===== src/prc_pkg.sv =====
`default_nettype none

package prc_pkg;

  localparam int HEADER_BYTES  = 32;
  localparam int PAYLOAD_WORDS = 22;
  localparam int RECORD_BYTES  = HEADER_BYTES + 4 * PAYLOAD_WORDS;

  localparam logic [31:0] REC_MAGIC    = 32'h504C_4F4D;
  localparam logic [31:0] KNOWN_FLAGS  = 32'h0000_03FF;
  localparam logic [31:0] CRC_POLY     = 32'hEDB8_8320;
  localparam logic [15:0] HEADER_SIZE  = 16'(HEADER_BYTES);
  localparam logic [31:0] PAYLOAD_SIZE = 32'(4 * PAYLOAD_WORDS);

  localparam logic [7:0] HEADER_END = 8'(HEADER_BYTES);
  localparam logic [7:0] RECORD_END = 8'(RECORD_BYTES);
  localparam logic [7:0] LAST_POS   = 8'(RECORD_BYTES - 1);
  localparam logic [7:0] COUNT_MAX  = 8'hFF;
  localparam logic [6:0] PAYLOAD_BASE = 7'(HEADER_BYTES);

  // header word positions
  localparam logic [2:0] HW_MAGIC   = 3'd0;
  localparam logic [2:0] HW_SIZES   = 3'd1;
  localparam logic [2:0] HW_PAYLOAD = 3'd2;
  localparam logic [2:0] HW_FLAGS   = 3'd3;
  localparam logic [2:0] HW_HASH    = 3'd4;
  localparam logic [2:0] HW_CRC     = 3'd5;

  localparam logic [1:0] ST_OK          = 2'd0;
  localparam logic [1:0] ST_INVALID     = 2'd1;
  localparam logic [1:0] ST_UNSUPPORTED = 2'd2;

  localparam logic KIND_WORD   = 1'b0;
  localparam logic KIND_STATUS = 1'b1;

  localparam int OUT_DEPTH = 4;
  localparam int OUT_PTR_W = $clog2(OUT_DEPTH);
  localparam int OUT_CNT_W = $clog2(OUT_DEPTH + 1);

  typedef struct packed {
    logic [7:0]  byte_count;
    logic [31:0] running_crc;
    logic [31:0] word_shift;
    logic        layout_error;
    logic [15:0] version_seen;
    logic [31:0] flags_seen;
    logic [31:0] hash_seen;
    logic [31:0] stored_crc;
    logic        range_error;
  } rec_state_t;

  localparam rec_state_t REC_STATE_RESET = '{
    byte_count:   8'd0,
    running_crc:  32'hFFFF_FFFF,
    word_shift:   32'd0,
    layout_error: 1'b0,
    version_seen: 16'd0,
    flags_seen:   32'd0,
    hash_seen:    32'd0,
    stored_crc:   32'd0,
    range_error:  1'b0
  };

  typedef struct packed {
    logic        result_kind;
    logic [4:0]  word_index;
    logic [31:0] word_value;
    logic [1:0]  status;
    logic [31:0] feature_bits;
    logic [31:0] preset_hash;
    logic        final_result;
  } result_t;

  // reflected crc-32, one byte, bit loop unrolled
  function automatic logic [31:0] crc_byte(input logic [31:0] crc, input logic [7:0] b);
    logic [31:0] c;
    c = crc ^ {24'd0, b};
    for (int k = 0; k < 8; k++) begin
      c = (c >> 1) ^ (CRC_POLY & {32{c[0]}});
    end
    return c;
  endfunction

  function automatic logic signed [31:0] lim_lo(input logic [4:0] idx);
    logic signed [31:0] v;
    case (idx)
      5'd2:    v = -32'sd24000;
      5'd6:    v = 32'sd1;
      5'd7:    v = 32'sd20;
      5'd10:   v = -32'sd1200;
      5'd11:   v = 32'sd50;
      5'd16:   v = 32'sd100;
      default: v = 32'sd0;
    endcase
    return v;
  endfunction

  function automatic logic signed [31:0] lim_hi(input logic [4:0] idx);
    logic signed [31:0] v;
    case (idx)
      5'd0, 5'd1:                  v = 32'sd5;
      5'd2:                        v = 32'sd6000;
      5'd3, 5'd4, 5'd18:           v = 32'sd10000;
      5'd6, 5'd7, 5'd12, 5'd13,
      5'd14:                       v = 32'sd20000;
      5'd8:                        v = 32'sd990;
      5'd10:                       v = 32'sd1200;
      5'd11:                       v = 32'sd950;
      5'd15:                       v = 32'sd200;
      5'd16:                       v = 32'sd3000;
      default:                     v = 32'sd1000;
    endcase
    return v;
  endfunction

endpackage

`default_nettype wire


===== src/prc_step.sv =====
`default_nettype none

module prc_step (
  input  prc_pkg::rec_state_t cur,
  input  logic [7:0]          byte_in,
  input  logic                last_in,
  input  logic [15:0]         expected_version,
  output prc_pkg::rec_state_t nxt,
  output prc_pkg::result_t    word_res,
  output logic                word_emit,
  output prc_pkg::result_t    status_res,
  output logic                status_emit
);
  import prc_pkg::*;

  logic [31:0]        shift_n;
  logic [6:0]         off;
  logic [4:0]         wi;
  logic signed [31:0] v;
  logic [31:0]        crc_fin;
  logic [1:0]         st;
  rec_state_t         upd;

  always_comb begin
    upd         = cur;
    word_res    = '0;
    word_emit   = 1'b0;
    shift_n     = {byte_in, cur.word_shift[31:8]};
    upd.word_shift = shift_n;
    off         = cur.byte_count[6:0] - PAYLOAD_BASE;
    wi          = off[6:2];
    v           = $signed(shift_n);

    if (cur.byte_count < HEADER_END) begin
      if (cur.byte_count[1:0] == 2'd3) begin
        case (cur.byte_count[4:2])
          HW_MAGIC: begin
            if (shift_n != REC_MAGIC) upd.layout_error = 1'b1;
          end
          HW_SIZES: begin
            upd.version_seen = shift_n[15:0];
            if (shift_n[31:16] != HEADER_SIZE) upd.layout_error = 1'b1;
          end
          HW_PAYLOAD: begin
            if (shift_n != PAYLOAD_SIZE) upd.layout_error = 1'b1;
          end
          HW_FLAGS: upd.flags_seen = shift_n;
          HW_HASH:  upd.hash_seen  = shift_n;
          HW_CRC:   upd.stored_crc = shift_n;
          default: begin
            // reserved words
            if (shift_n != 32'd0) upd.layout_error = 1'b1;
          end
        endcase
      end
    end else if (cur.byte_count < RECORD_END) begin
      upd.running_crc = crc_byte(cur.running_crc, byte_in);
      if (off[1:0] == 2'd3) begin
        if (v < lim_lo(wi) || v > lim_hi(wi)) upd.range_error = 1'b1;
        word_res.result_kind = KIND_WORD;
        word_res.word_index  = wi;
        word_res.word_value  = shift_n;
        word_emit            = 1'b1;
      end
    end

    if (cur.byte_count != COUNT_MAX) upd.byte_count = cur.byte_count + 8'd1;
  end

  // status from the state as left by this word
  always_comb begin
    crc_fin = ~upd.running_crc;
    if (cur.byte_count != LAST_POS || upd.layout_error) begin
      st = ST_INVALID;
    end else if (upd.version_seen != expected_version) begin
      st = ST_UNSUPPORTED;
    end else if ((upd.flags_seen & ~KNOWN_FLAGS) != 32'd0 || upd.stored_crc != crc_fin ||
                 upd.hash_seen == 32'd0 || upd.range_error) begin
      st = ST_INVALID;
    end else begin
      st = ST_OK;
    end

    status_res              = '0;
    status_res.result_kind  = KIND_STATUS;
    status_res.status       = st;
    status_res.feature_bits = upd.flags_seen;
    status_res.preset_hash  = upd.hash_seen;
    status_res.final_result = 1'b1;
    status_emit             = last_in;
    nxt                     = last_in ? REC_STATE_RESET : upd;
  end

endmodule

`default_nettype wire


===== src/prc_out_fifo.sv =====
`default_nettype none

module prc_out_fifo (
  input  logic                           clk,
  input  logic                           rst_n,
  input  logic [1:0]                     push_cnt,
  input  prc_pkg::result_t               push0,
  input  prc_pkg::result_t               push1,
  input  logic                           pop,
  output prc_pkg::result_t               head,
  output logic [prc_pkg::OUT_CNT_W-1:0]  cnt
);
  import prc_pkg::*;

  result_t              mem_r [OUT_DEPTH];
  logic [OUT_PTR_W-1:0] wr_ptr_r, wr_ptr_nxt;
  logic [OUT_PTR_W-1:0] rd_ptr_r, rd_ptr_nxt;
  logic [OUT_CNT_W-1:0] cnt_r, cnt_nxt;
  logic [OUT_PTR_W-1:0] wr_ptr_p1;

  always_comb begin
    wr_ptr_p1  = wr_ptr_r + OUT_PTR_W'(1);
    wr_ptr_nxt = wr_ptr_r + OUT_PTR_W'(push_cnt);
    rd_ptr_nxt = rd_ptr_r + OUT_PTR_W'(pop);
    cnt_nxt    = cnt_r + OUT_CNT_W'(push_cnt) - OUT_CNT_W'(pop);
  end

  always_ff @(posedge clk) begin
    if (!rst_n) begin
      wr_ptr_r <= '0;
      rd_ptr_r <= '0;
      cnt_r    <= '0;
    end else begin
      wr_ptr_r <= wr_ptr_nxt;
      rd_ptr_r <= rd_ptr_nxt;
      cnt_r    <= cnt_nxt;
    end
  end

  always_ff @(posedge clk) begin
    if (push_cnt != 2'd0) mem_r[wr_ptr_r] <= push0;
    if (push_cnt == 2'd2) mem_r[wr_ptr_p1] <= push1;
  end

  assign head = mem_r[rd_ptr_r];
  assign cnt  = cnt_r;

endmodule

`default_nettype wire


===== src/patch_record_checker_unit.sv =====
// patch record checker
// in channel: one record byte per word (in_byte_value), in_last_byte on the final one.
// out channel: a payload word result for every completed payload word (22 per
// well-formed record), and one status result after the last byte, marked by
// out_final_result. A last byte that completes word 21 gives both, word first.
// cfg channel: cfg_data sets the expected format version; write only while idle.
// results are written into the result queue as their byte is accepted.
// throughput: one byte per cycle while in_ready is high; the crc byte step and
// the word range compare sit between the state registers and a four-entry
// result queue. in_ready drops while fewer than two queue entries are free, so
// a stalled receiver backs the byte stream up once the queue holds more than two
// results; nothing is dropped. cfg_ready is always high.
// reset: synchronous, active low; clears the record state, empties the queue and
// sets the expected version to 1. after every status the record state clears
// on its own, ready for the next record.
`default_nettype none

module patch_record_checker_unit (
  input  logic               clk,
  input  logic               rst_n,
  input  logic               in_valid,
  output logic               in_ready,
  input  logic [7:0]         in_byte_value,
  input  logic               in_last_byte,
  output logic               out_valid,
  input  logic               out_ready,
  output logic               out_result_kind,
  output logic [4:0]         out_word_index,
  output logic signed [31:0] out_word_value,
  output logic [1:0]         out_status,
  output logic [31:0]        out_feature_bits,
  output logic [31:0]        out_preset_hash,
  output logic               out_final_result,
  input  logic               cfg_valid,
  output logic               cfg_ready,
  input  logic [15:0]        cfg_data
);
  import prc_pkg::*;

  rec_state_t           state_r, state_nxt;
  logic [15:0]          version_r;
  result_t              word_res, status_res, head;
  logic                 word_emit, status_emit;
  logic                 in_acc;
  logic [1:0]           push_cnt;
  result_t              push0;
  logic [OUT_CNT_W-1:0] q_cnt;

  assign cfg_ready = 1'b1;
  assign in_ready  = (q_cnt <= OUT_CNT_W'(OUT_DEPTH - 2));
  assign in_acc    = in_valid && in_ready;

  always_ff @(posedge clk) begin
    if (!rst_n) begin
      version_r <= 16'd1;
    end else if (cfg_valid) begin
      version_r <= cfg_data;
    end
  end

  prc_step u_step (
    .cur              (state_r),
    .byte_in          (in_byte_value),
    .last_in          (in_last_byte),
    .expected_version (version_r),
    .nxt              (state_nxt),
    .word_res         (word_res),
    .word_emit        (word_emit),
    .status_res       (status_res),
    .status_emit      (status_emit)
  );

  always_ff @(posedge clk) begin
    if (!rst_n) begin
      state_r <= REC_STATE_RESET;
    end else if (in_acc) begin
      state_r <= state_nxt;
    end
  end

  always_comb begin
    push_cnt = in_acc ? (2'(word_emit) + 2'(status_emit)) : 2'd0;
    push0    = word_emit ? word_res : status_res;
  end

  prc_out_fifo u_out_fifo (
    .clk      (clk),
    .rst_n    (rst_n),
    .push_cnt (push_cnt),
    .push0    (push0),
    .push1    (status_res),
    .pop      (out_valid && out_ready),
    .head     (head),
    .cnt      (q_cnt)
  );

  assign out_valid        = (q_cnt != '0);
  assign out_result_kind  = head.result_kind;
  assign out_word_index   = head.word_index;
  assign out_word_value   = $signed(head.word_value);
  assign out_status       = head.status;
  assign out_feature_bits = head.feature_bits;
  assign out_preset_hash  = head.preset_hash;
  assign out_final_result = head.final_result;

`ifndef SYNTHESIS
  a_queue_bound : assert property (@(posedge clk) disable iff (!rst_n)
    q_cnt <= OUT_CNT_W'(OUT_DEPTH))
    else $error("result queue overfilled");

  a_clear_after_last : assert property (@(posedge clk) disable iff (!rst_n)
    (in_valid && in_ready && in_last_byte) |=> (state_r.byte_count == 8'd0))
    else $error("record state not cleared after last byte");

  a_word_has_index : assert property (@(posedge clk) disable iff (!rst_n)
    (out_valid && out_result_kind == KIND_WORD) |->
      (out_word_index <= 5'(PAYLOAD_WORDS - 1) && !out_final_result))
    else $error("bad payload word result");

  a_accept_needs_room : assert property (@(posedge clk) disable iff (!rst_n)
    (in_valid && in_ready && (word_emit || in_last_byte)) |=> (q_cnt != '0))
    else $error("queue empty after producing result");
`endif

endmodule

`default_nettype wire


===== config.mk =====
export PLATFORM = sky130hd
export DESIGN_NAME = patch_record_checker_unit
export DESIGN_NICKNAME = d
export VERILOG_FILES = /design/src/prc_pkg.sv /design/src/prc_step.sv /design/src/prc_out_fifo.sv /design/src/patch_record_checker_unit.sv
export SDC_FILE = /design/constraint.sdc
export NUM_CORES = 1
export LEC_CHECK = 0
export BUFFER_PORTS_ARGS = -buffer_cell sky130_fd_sc_hd__buf_2
export CORE_ASPECT_RATIO = 1.4
export CORE_MARGIN = 2
export CORE_UTILIZATION = 50
export DETAILED_ROUTE_END_ITERATION = 10
export GPL_TIMING_DRIVEN = 0
export HOLD_SLACK_MARGIN = 0.02
export PLACE_DENSITY = 0.77
export REMOVE_ABC_BUFFERS = 1
export SYNTH_ARGS = -nofsm -noshare
export SYNTH_HDL_FRONTEND = slang
export SYNTH_SLANG_ARGS = --single-unit

===== constraint.sdc =====
create_clock -name clk -period 5.65 [get_ports clk]
set_input_delay 0.2825 -clock clk [delete_from_list [all_inputs] [get_ports clk]]
set_output_delay 0.2825 -clock clk [all_outputs]
set_load 0.05 [all_outputs]

* Word-level counts from Yosys, hierarchy flattened
Memory sizes are Yosys's and may differ from the RTL's. A register that Yosys moved wholly into a read port is not among the register bits.
Cells that the tools add are included.
** Word-level totals
- Flip-flop bits (word level) :: 209
- Bits in latches :: 0
- Memory bits (writable) :: 420
- Bits in read-only memories :: 480
- Input bits :: 30
- Output and inout bits :: 108
- Logic and storage cells :: 117
- Memories :: 2
** Memories
- (no name shown) :: depth 32, bits a word 15, rd ports 1, clocked after memory_dff 0, write ports 0, line prc_pkg.sv:100 : case (idx)
- u_out_fifo.mem_r :: depth 4, bits a word 105, rd ports 1, clocked after memory_dff 1, write ports 2, line prc_out_fifo.sv:15 : result_t mem_r [OUT_DEPTH];
** Operators by class
- $add $sub $neg :: 8
- Multipliers :: 0
- Divide/modulo/power cells :: 0
- Magnitude comparators :: 5
- Eq/ne operators :: 21
- Shift-type cells :: 0
- Multiplexer cells :: 42
- Bitwise logic cells :: 10
- Reduce and logical (&&, ||, !) cells :: 16
** Operators by type and width (number)
- 2-to-1 mux 32 bit :: 11
- bitwise XOR 31 x 32 -> 32 bit :: 8
- 2-to-1 mux 113 bit :: 2
- case mux 32 bit (6 select lines) :: 1
- 2-to-1 mux 186 bit :: 1
- 2-to-1 mux 105 bit :: 1
- 2-to-1 mux 38 bit :: 2
- nonzero test 32 bit :: 2
- 2-to-1 mux 37 bit :: 1
- > comparator 32 bit :: 1
- zero test 32 bit :: 1
- less-than comparator 32 bit :: 1
- inequality test 32 x 31 -> 1 bit (second input constant) :: 1
- inequality test 32 bit :: 1
- inequality test 32 x 7 -> 1 bit (second input constant) :: 1
- inverter 32 bit :: 1
- bitwise XOR 32 x 8 -> 32 bit :: 1
- 2-to-1 mux 1 bit :: 16
- 2-to-1 mux 16 bit :: 1
- inequality test 16 bit :: 1
- inequality test 16 x 6 -> 1 bit (second input constant) :: 1
- equality test 5 x 3 -> 1 bit (second input constant) :: 2
- equality test 5 x 4 -> 1 bit (second input constant) :: 2
- adder 8 x 1 -> 8 bit (second input constant) :: 1
- other kinds (28) :: 41

* Longest topological paths before layout
Gate-level depths: netlist of the first run.
- Word-level depth :: 20
- Mapped depth :: 16
- Gate-level depth less buffers :: 15

* Modules after synthesis
From an unflattened synthesis of the first run, not the netlist that was laid out.
** Unflattened totals
- Cells, all modules :: 3103
- Area, all modules :: 37367.1 um^2
** Modules (own cells, without submodules)
- prc_out_fifo :: times used 1, cells an instance 1056, area each 20573.5 um^2, sequential area each 12752.2 um^2
- patch_record_checker_unit :: times used 1, cells an instance 988, area each 9218.8 um^2, sequential area each 4043.9 um^2
- prc_step :: times used 1, cells an instance 1059, area each 7574.8 um^2, sequential area each 0.0 um^2

* Worst setup path after synthesis of the first run
Ideal clock, no wire load.
- Path type :: flip-flop to flip-flop
- From :: reg state_r[178] in the netlist's numbering
- To :: mem u_out_fifo.mem_r[3][57] in the netlist's numbering (data pin)
- Setup time :: 0.141 ns
- Arrival time :: 4.277 ns
- Data required time :: 5.509 ns
- Setup slack :: 1.232 ns
- Stages on the path, launching flop included :: 15
- Buffers on the path :: 4
- Clock period less this slack :: 4.418 ns
- Cells stage by stage :: dfxtp_1 -> ha_1 -> nor2b_1 -> nand3_2 -> inv_2 -> clkbuf_1 -> ha_1 -> buf_4 -> mux2_2 -> nand3_1 -> inv_1 -> nand2_1 -> clkbuf_8 -> clkbuf_1 -> nor2_1
** RTL lines
- start: declaration :: line patch_record_checker_unit.sv:40 : rec_state_t state_r, state_nxt;
- start signal: assignment :: line patch_record_checker_unit.sv:77 : state_r <= state_nxt;
- end: declaration :: line prc_out_fifo.sv:15

==> results.json, run 1 <==
{
  "die_h_um": 291.2,
  "wl_per_cell_um": 24.48,
  "portBuffers": 136,
  "dp.cells": 3282,
  "syn_to_final_growth_pct": 11.82,
  "synth-edff-count": 264,
  "dp_hpwl_um": 54060,
  "path_clk_slew_ps": 70,
  "cts_inserted_buffers": 54,
  "synth.distinct_cells": 84,
  "clkSinkCount": 617,
  "fin_tns_setup_ps": 0,
  "cp_max_fo": 45,
  "fin_cells": 3406,
  "io_pins": 138,
  "power.leakage_uw": 0.01163,
  "status": "complete, no violations",
  "hold_viol_final": 0,
  "h-tree-depth": 2,
  "clockBufferDepth": 3,
  "ys_seq_area_share_pct": 50.90,
  "rsz0062_at_grt": "false",
  "worst_pin_slew_ps": 1468,
  "synth_warnings": 0,
  "initialDrtViolationCount": 2146,
  "fin_crit_sh_pct": 94.34,
  "cts_root_buf": "clkbuf_16",
  "antenna_found_initial": 1,
  "grt_pass1_wl_um": 126800,
  "cp-start-kind": "register",
  "vias": 21680,
  "drc_errors": 0,
  "syn_inst": 2587,
  "globalplace.congestion": 0.9140,
  "min_period_ps": 5330,
  "required_ps": 5980,
  "drv_cap": 0,
  "end_kind": "register",
  "die_area_mm2": 0.06090,
  "grt_max_degree": 101,
  "initial_utilization_pct": 50.39,
  "slew_headroom_pct": 2.105,
  "finalSetupViolCount": 0,
  "fin_skew_ps": 14.95,
  "die_x_um": 209.1,
  "post-place-ws_ps": 5.299,
  "grt_remaining_overflow": 0,
  "slew_violations": 0,
  "routed_wl_um": 83390,
  "critPathKind": "register to register",
  "cts_tree": "yes",
  "fin_nets": 2705,
  "vdd.ir_drop.worst_uv": 248.8,
  "drive_gt1_share_pct": 16.07,
  "ys_async_sr_fraction_pct": 0,
  "nFillCells": 4600,
  "cts-resized-gates": 0,
  "vias_per_cell": 6.366,
  "fmax_mhz": 187.6,
  "synth_area_per_cell_um2": 11.39,
  "p_per_area_mw_per_mm2": 332.7,
  "insertion_delay_ps": 610,
  "coreArea_mm2": 0.05846,
  "ys_seq_elements": 617,
  "grt_pass1_vias": 21780,
  "row_count": 105,
  "setup_ws_ps": 319.7,
  "grt_use_total_pct": 26.89,
  "synth_ff_type": "dfxtp_1",
  "min_path_type": "primary input to register",
  "postRouteAntennaNets": 0,
  "num_antenna_cells": 0,
  "syn_area_mm2": 0.02946,
  "arrival_ps": 5660,
  "first_pass_iters": 5
}
==> power by group <==
part	switching [uW]	internal, uW
sequential	150	4740
clock	1680	1960
combinational	1610	813
==> layer usage <==
layer  vias up  share of wire [%]  track usage [%]
met4         2                5.0            13.12
met2       985                 51            48.25
met5         -              0.016                0
li1       9576                  -                -
met1     10890                 37            31.44
met3       225                7.1            3.819
==> stage by stage <==
| step | hold slack, ps | power [uW] | util [%] | cell area [um^2] |
|---|---|---|---|---|
| 2_1_floorplan | 344.4 | 6715 | - | 28520 |
| 3_3_place_gp | 431.3 | 7390 | 51.55 | 30140 |
| 3_5_place_dp | 437.2 | 7414 | 53.06 | 31020 |
| 4_1_cts | 144.3 | 11000 | 56.27 | 32900 |
| 5_1_grt | 194.7 | 11270 | 56.35 | 32940 |
| 6_report | 149.0 | 10960 | 56.35 | 32940 |
==> path summary, 6_finish.rpt <==
path / start / to / slack, ps / cells past startpoint
worst min register to register: u_out_fifo.mem_r[0][81]$_SDFFE_PP0P_ / u_out_fifo.mem_r[0][81]$_SDFFE_PP0P_ / 470 / 1
worst max register to register: state_r[183]$_SDFFE_PN0P_ / u_out_fifo.mem_r[2][65]$_DFFE_PP_ / 320 / 12
worst min-delay path: out_ready / u_out_fifo.rd_ptr_r[0]$_SDFF_PN0_ / 150 / 4
worst max-delay path: state_r[183]$_SDFFE_PN0P_ / u_out_fifo.mem_r[2][65]$_DFFE_PP_ / 320 / 12
==> critical path: stages, from the launching register on <==
cell and delay, ps:
dfxtp_1 940, or2_2 260, nand3_2 350, inv_4 540, ha_1 420, o21ai_1 610, nor3b_2 220, buf_6 210
buf_6 150, a21oi_4 750, buf_16 240, buf_12 210, nor3_1 70
==> logic make-up (layout without fill, tap and decap cells) <==
family	count (synthesis)	after routing	synth area share [%]
and+or+nand+nor	827	828	13.29
DFF	617	617	50.90
AOI/OAI and AO/OA	452	452	11.80
buffers and inverters	257	326	3.576
muxes	237	237	12.52
xor gates and xnor gates	133	133	5.199
adders and majority gates	63	63	2.701
other	1	1	0.01273
==> sequential cells by signal (all words and copies together), names as in the netlist <==
| signal | flops |
|---|---|
| version_r | 16 |
| u_out_fifo.mem_r | 416 |
| u_out_fifo.wr_ptr_r | 2 |
| state_r | 178 |
| u_out_fifo.cnt | 3 |
| u_out_fifo.rd_ptr_r | 2 |
==> area by class of cell <==
cell class | count | area [um^2] | area share [%]
sequential | 617 | 15000 | 45.54
clock buffer | 71 | 1455 | 4.417
timing repair buffer | 195 | 1638 | 4.972
clock inverter | 30 | 252.7 | 0.7672
inverter | 30 | 125.1 | 0.3798
multi-input combinational | 1714 | 13530 | 41.08
tap | 749 | 937.1 | 2.845
==> Yosys cell counts (11+ instances only) <==
| library cell | count | share of area, % |
|---|---|---|
| nor4_1 | 28 | 0.59 |
| a21oi_1 | 38 | 0.65 |
| nor2b_1 | 78 | 1.7 |
| ha_1 | 62 | 2.6 |
| nand4_1 | 16 | 0.34 |
| dfxtp_1 | 353 | 24 |
| inv_1 | 28 | 0.36 |
| o211ai_1 | 27 | 0.69 |
| xnor2_1 | 73 | 2.2 |
| a32o_1 | 140 | 4.8 |
| xor2_1 | 33 | 0.98 |
| edfxtp_1 | 264 | 27 |
| mux4_2 | 104 | 8.0 |
| mux2_2 | 11 | 0.42 |
| clkbuf_1 | 191 | 2.4 |
| a21boi_0 | 25 | 0.64 |
| and2_1 | 75 | 1.6 |
| o21ai_0 | 89 | 1.5 |
| nand3b_1 | 21 | 0.54 |
| a21o_1 | 13 | 0.33 |
| mux2i_1 | 122 | 4.1 |
| nand2_1 | 188 | 2.4 |
| nor3_1 | 37 | 0.63 |
| buf_1 | 20 | 0.25 |
| a22oi_1 | 54 | 1.4 |
| nor2_1 | 313 | 4.0 |
| nand3_1 | 29 | 0.49 |
==> layout by cell type, fill, tap and decap left out, types with 27 or more instances in the layout <==
master / n
mux4_2: 104
nor2_1: 309
dfxtp_1: 351
nand3_1: 28
buf_2: 135
a21oi_1: 36
mux2i_1: 122
clkbuf_16: 54
xnor2_1: 73
o211ai_1: 27
xor2_1: 33
nor2b_1: 78
o21ai_0: 88
ha_1: 62
nor3_1: 34
edfxtp_1: 264
a32o_1: 140
a22oi_1: 54
and2_1: 74
nor4_1: 28
nand2_1: 183
==> repair_timing <==
item,CTS,global route
hold buffers,16,0
gates cloned,1,0
setup endpoints to repair,4,3
endpoints found under the hold margin,16,0
pin swaps,1,1
buffers inserted,0,6
Power figures use the tool's default switching activity.
==> inputs of run 2 (changes only) <==
BUFFER_PORTS_ARGS = -buffer_cell sky130_fd_sc_hd__clkbuf_2   (was -buffer_cell sky130_fd_sc_hd__buf_2)
CTS_CLUSTER_DIAMETER = 30   (was default)
==> run 2 against run 1 <==
Design area rose by 4.5%. Wire length rose by 3.3%. Critical path type unchanged. Critical endpoint is now u_out_fifo.mem_r[0][65]$_DFFE_PP_. Largest cell class unchanged. Setup slack got worse by 150 ps. Highest routed layer is now met4. Sequential cell count did not move.
==> results.json, run 2 (same netlist as run 1, synthesis figures left out) <==
{
  "status": "complete, no violations",
  "fin_tns_setup_ps": 0,
  "grt_pass1_vias": 22670,
  "min_path_type": "primary input to register",
  "clkSinkCount": 617,
  "syn_to_final_growth_pct": 16.82,
  "required_ps": 5990,
  "drc_errors": 0,
  "grt_use_total_pct": 27.89,
  "h-tree-depth": 3,
  "top_regs": "u_out_fifo.mem_r x416, state_r x178, version_r x16",
  "globalplace.congestion": 0.9313,
  "total_power_uw": 13170,
  "postRouteAntennaNets": 0,
  "min_period_ps": 5480,
  "dp_hpwl_um": 54290,
  "slew_headroom_pct": 13.55,
  "fmax_mhz": 182.5,
  "utilization_pct": 58.86,
  "num_antenna_cells": 0,
  "top_register": "u_out_fifo.mem_r",
  "row_count": 105,
  "cts_root_buf": "clkbuf_16",
  "grt_remaining_overflow": 0,
  "fin_area_mm2": 0.03441,
  "drive_gt1_share_pct": 18.49,
  "coreArea_mm2": 0.05846,
  "critPathKind": "register to register",
  "worst_pin_slew_ps": 1295,
  "wl_per_cell_um": 24.87,
  "cp-start-kind": "register",
  "multi_input_area_mm2": 0.01353,
  "initial_utilization_pct": 50.39,
  "cp_max_fo": 17,
  "fin_crit_sh_pct": 96.98,
  "final_common_cell": "dfxtp_1",
  "clockBufferDepth": 3,
  "cts_tree": "yes",
  "largest_reg_flops": 416,
  "first_pass_iters": 6,
  "dpl_cell_area_mm2": 0.03099,
  "vias_per_cell": 6.400,
  "die_x_um": 209.1,
  "grt_max_degree": 101,
  "hold_viol_final": 0,
  "cts_inserted_buffers": 88,
  "post-place-ws_ps": -50.70,
  "die_area_mm2": 0.06090,
  "antenna_found_initial": 0,
  "p_per_area_mw_per_mm2": 382.7,
  "path_clk_slew_ps": 60,
  "rsz0062_at_grt": "false",
  "vias": 22170,
  "finalSetupViolCount": 0,
  "vdd.ir_drop.worst_uv": 226.7,
  "final_cell_mix": "351 x dfxtp_1, 309 x nor2_1, 264 x edfxtp_1",
  "die_h_um": 291.2,
  "arrival_ps": 5820,
  "portBuffers": 136,
  "grt_pass1_wl_um": 131400,
  "fin_nets": 2732,
  "setup_ws_ps": 170.4,
  "nFillCells": 4448,
  "power.leakage_uw": 0.01228,
  "io_pins": 138,
  "routed_wl_um": 86150,
  "end_kind": "register",
  "initialDrtViolationCount": 2417,
  "drv_cap": 0,
  "seq_area_mm2": 0.01500,
  "fin_skew_ps": 58.48,
  "slew_violations": 0,
  "cts-resized-gates": 0,
  "insertion_delay_ps": 660
}
run 2: report_power, final:
| group | switching (uW) | internal (uW) |
|---|---|---|
| registers | 155 | 4750 |
| logic | 1610 | 804 |
| clock network | 2280 | 3560 |
| total | 4050 | 9120 |
run 2: worst paths after layout:
| kind | from | to | slack [ps] | depth (start not counted) |
|---|---|---|---|---|
| setup / recovery | state_r[181]$_SDFFE_PN0P_ | u_out_fifo.mem_r[0][65]$_DFFE_PP_ | 170 | 11 |
| hold reg to reg | u_out_fifo.mem_r[2][69]$_SDFFE_PP0P_ | u_out_fifo.mem_r[2][69]$_SDFFE_PP0P_ | 470 | 1 |
| hold / removal | out_ready | u_out_fifo.rd_ptr_r[0]$_SDFF_PN0_ | 120 | 4 |
| setup reg to reg | state_r[181]$_SDFFE_PN0P_ | u_out_fifo.mem_r[0][65]$_DFFE_PP_ | 170 | 11 |
run 2: timing repair:
item	4_1_cts	5_1_grt
endpoints found under the hold margin	16	0
buffers inserted	0	0
hold buffers	16	0
setup endpoints to repair	4	0
run 2: critical path, cell delays in order (launching register included):
cell and delay [ps]:
dfxtp_1 530, inv_1 330, ha_1 350, nand3b_1 530, nor2_4 810, mux2i_1 670
xnor2_1 320, nand4_1 150, a2111oi_0 530, nand4_1 240, a2111oi_4 640, nor3_1 110
run 2: area by class of cell:
| type | count | share of cell area, % |
|---|---|---|
| Clock buffer | 103 | 6.952 |
| Clock inverter | 63 | 2.502 |
| Inverter | 30 | 0.3636 |
| Multi-Input combinational cell | 1714 | 39.33 |
| Sequential cell | 617 | 43.60 |
| Tap cell | 749 | 2.723 |
| Timing Repair Buffer | 188 | 4.538 |
run 2: per-stage QoR:
stage / hold slack (ps) / instances
finish: 123.6 / 3464
global route: 171.6 / 3464
CTS: 101.0 / 3464
detailed placement: 447.4 / 3281
global placement: 431.1 / 3245
floorplan: 344.4 / 2360
run 2: layer usage:
metal / share of wire (%) / GRT usage (%) / vias up / wire length (um)
met3: 7.7 / 4.833 / 301 / 6644
met5: 0 / 0 / - / 0
met2: 51 / 49.35 / 1204 / 43880
met4: 5.5 / 15.49 / 0 / 4746
met1: 36 / 31.87 / 11000 / 30870
li1: - / - / 9664 / -
==> inputs of run 3 (changes only) <==
CORE_ASPECT_RATIO = 1.1   (was 1.4)
GPL_TIMING_DRIVEN = default   (was 0)
SYNTH_HIERARCHICAL = 1   (was default)
==> run 3 against run 2 <==
Maximum frequency is 7.0% higher. Sequential power is 7.8% higher. Combinational power is 56% higher. Via count is 11% higher. Sequential share of layout area is 4.7 points lower. Die area is 25% higher. Critical path depth is 5 higher. Wire length is 9.6% higher. First-iteration DRC count is 13% lower. Count of clock-buffer cells in the layout is 73 higher. Global-route usage is 3.2 points lower. Critical path type unchanged.
==> results.json, run 3 <==
{
  "slew_violations": 0,
  "crit-reg2reg-launch": "state_r[180]$_SDFFE_PN0P_",
  "utilization_pct": 58.41,
  "finalSetupViolCount": 0,
  "first_pass_iters": 6,
  "antenna_found_initial": 0,
  "fin_skew_ps": 36.15,
  "synth_area_per_cell_um2": 12.09,
  "p_per_area_mw_per_mm2": 393.9,
  "top_regs": "u_out_fifo/mem_r x420, state_r x178, version_r x16",
  "fin_area_mm2": 0.04279,
  "cts_inserted_buffers": 133,
  "critPathKind": "register to register",
  "coreArea_mm2": 0.07326,
  "vias": 24620,
  "end_kind": "register",
  "grt_pass1_vias": 25160,
  "routed_wl_um": 94450,
  "fin_cells": 4235,
  "die_area_mm2": 0.07623,
  "drv_cap": 0,
  "min_path_type": "primary input to register",
  "fmax_mhz": 195.2,
  "path_clk_slew_ps": 50,
  "final_common_cell": "mux2_2",
  "globalplace.congestion": 0.9974,
  "rsz0062_at_grt": "false",
  "syn_area_mm2": 0.03702,
  "drive_gt1_share_pct": 29.88,
  "portBuffers": 136,
  "reg2regPathDepth": 16,
  "fin_nets": 3260,
  "wl_per_cell_um": 22.30,
  "insertion_delay_ps": 730,
  "clockBufferDepth": 3,
  "critPathLaunch": "state_r[180]$_SDFFE_PN0P_",
  "cts_tree": "yes",
  "arrival_ps": 5570,
  "dp_hpwl_um": 55140,
  "rrSetupSlack_ps": 530,
  "fin_crit_sh_pct": 90.67,
  "status": "complete, no violations",
  "dp.cells": 3972,
  "h-tree-depth": 4,
  "row_count": 104,
  "vias_per_cell": 5.814,
  "slew_headroom_pct": 24.12,
  "clkSinkCount": 621,
  "die_h_um": 289.4,
  "grt_max_degree": 179,
  "fin_tns_setup_ps": 0,
  "required_ps": 6100,
  "endpoint": "u_out_fifo/mem_r[2][65]$_DFFE_PP_",
  "cts_root_buf": "clkbuf_16",
  "cp-start-kind": "register",
  "reg2reg_to": "u_out_fifo/mem_r[2][65]$_DFFE_PP_",
  "top_register": "u_out_fifo/mem_r",
  "initial_utilization_pct": 50.53,
  "multi_input_area_mm2": 0.01866,
  "vdd.ir_drop.worst_uv": 210.9,
  "grt_remaining_overflow": 0,
  "cts_setup_buffers": 0,
  "io_pins": 138,
  "largest_reg_flops": 420,
  "seq_area_mm2": 0.01664,
  "dpl_cell_area_mm2": 0.03806,
  "synth_warnings": 6,
  "syn_to_final_growth_pct": 15.60,
  "drc_errors": 0,
  "die_x_um": 263.4,
  "min_period_ps": 5123,
  "grt_use_total_pct": 24.68,
  "nFillCells": 5818,
  "postRouteAntennaNets": 0,
  "power.leakage_uw": 0.01697,
  "initialDrtViolationCount": 2106,
  "final_cell_mix": "447 x mux2_2, 420 x edfxtp_1, 347 x nand2_1",
  "worst_pin_slew_ps": 1136,
  "syn_inst": 3063,
  "cp_max_fo": 19,
  "grt_pass1_wl_um": 145900,
  "hold_viol_final": 0
}
==> run 3: cell count changes in the layout (fill, tap and decap cells not counted), moves of 96 or more <==
cell      change
mux2_2      +436
nor2_1      -193
nand2_1     +164
edfxtp_1    +156
dfxtp_1     -152
a32o_1      -139
mux2_1      +139
conb_1      +107
mux2i_1      +96
==> run 3: final cells by class <==
| class | count | area share (%) |
|---|---|---|
| Clock inverter | 70 | 1.833 |
| Multi-Input combinational cell | 2154 | 43.61 |
| Tap cell | 954 | 2.789 |
| Antenna cell | 1 | 0.005848 |
| Sequential cell | 621 | 38.89 |
| Clock buffer | 176 | 8.836 |
| Inverter | 57 | 0.5058 |
| Timing Repair Buffer | 202 | 3.523 |
==> run 3: metrics by stage <==
step / total power [uW] / worst slack, ps / hold WS (ps)
final: 16860 / 527.1 / 79.19
after detailed placement: 9128 / 399.1 / 445.7
after global placement: 9109 / 572.3 / 439.6
after floorplan: 8402 / -14280 / 344.4
after CTS: 16970 / 382.1 / 50.03
after global routing: 17400 / 148.4 / 123.8
==> run 3: how the worst min path moves through the flow <==
stage | startpoint | end | slack (ps) | cells past startpoint
2_1_floorplan | rst_n | version_r[0]$_SDFFE_PN1P_ | 340 | 1
3_3_place_gp | state_r[66]$_SDFFE_PN0P_ | state_r[66]$_SDFFE_PN0P_ | 440 | 2
3_5_place_dp | state_r[112]$_SDFFE_PN0P_ | state_r[112]$_SDFFE_PN0P_ | 450 | 2
4_1_cts | rst_n | version_r[0]$_SDFFE_PN1P_ | 50 | 2
5_1_grt | out_ready | u_out_fifo/rd_ptr_r[0]$_SDFF_PN0_ | 120 | 4
6_report | rst_n | version_r[0]$_SDFFE_PN1P_ | 80 | 2
==> run 3: worst max-delay path: stages (launching register included) <==
cell	delay, ps
dfxtp_1	390
inv_1	210
ha_1	350
nor2b_1	470
nand2_2	390
ha_1	460
nand4_1	160
or4_1	580
nor2_1	130
a211o_1	110
a21oi_1	60
and3_1	180
a2111oi_0	310
buf_4	200
a31oi_1	180
mux2_2	350
mux2_1	300
==> run 3: per-layer routing <==
layer	global-route usage [%]	wire (um)	vias up
li1	-	-	11300
met1	30.87	39020	12310
met2	42.59	47030	831
met3	4.454	5763	178
met4	9.700	2638	0
met5	0	0	-
==> run 3: timing repair <==
item                       CTS  global route
resized for setup            0             1
hold endpoints to repair    16             0
hold buffers                16             0
setup endpoints to repair    0             4
==> run 3: power breakdown <==
group,internal (uW),switching [uW]
Combinational,1340,2430
Clock,5290,2510
Sequential,5040,235
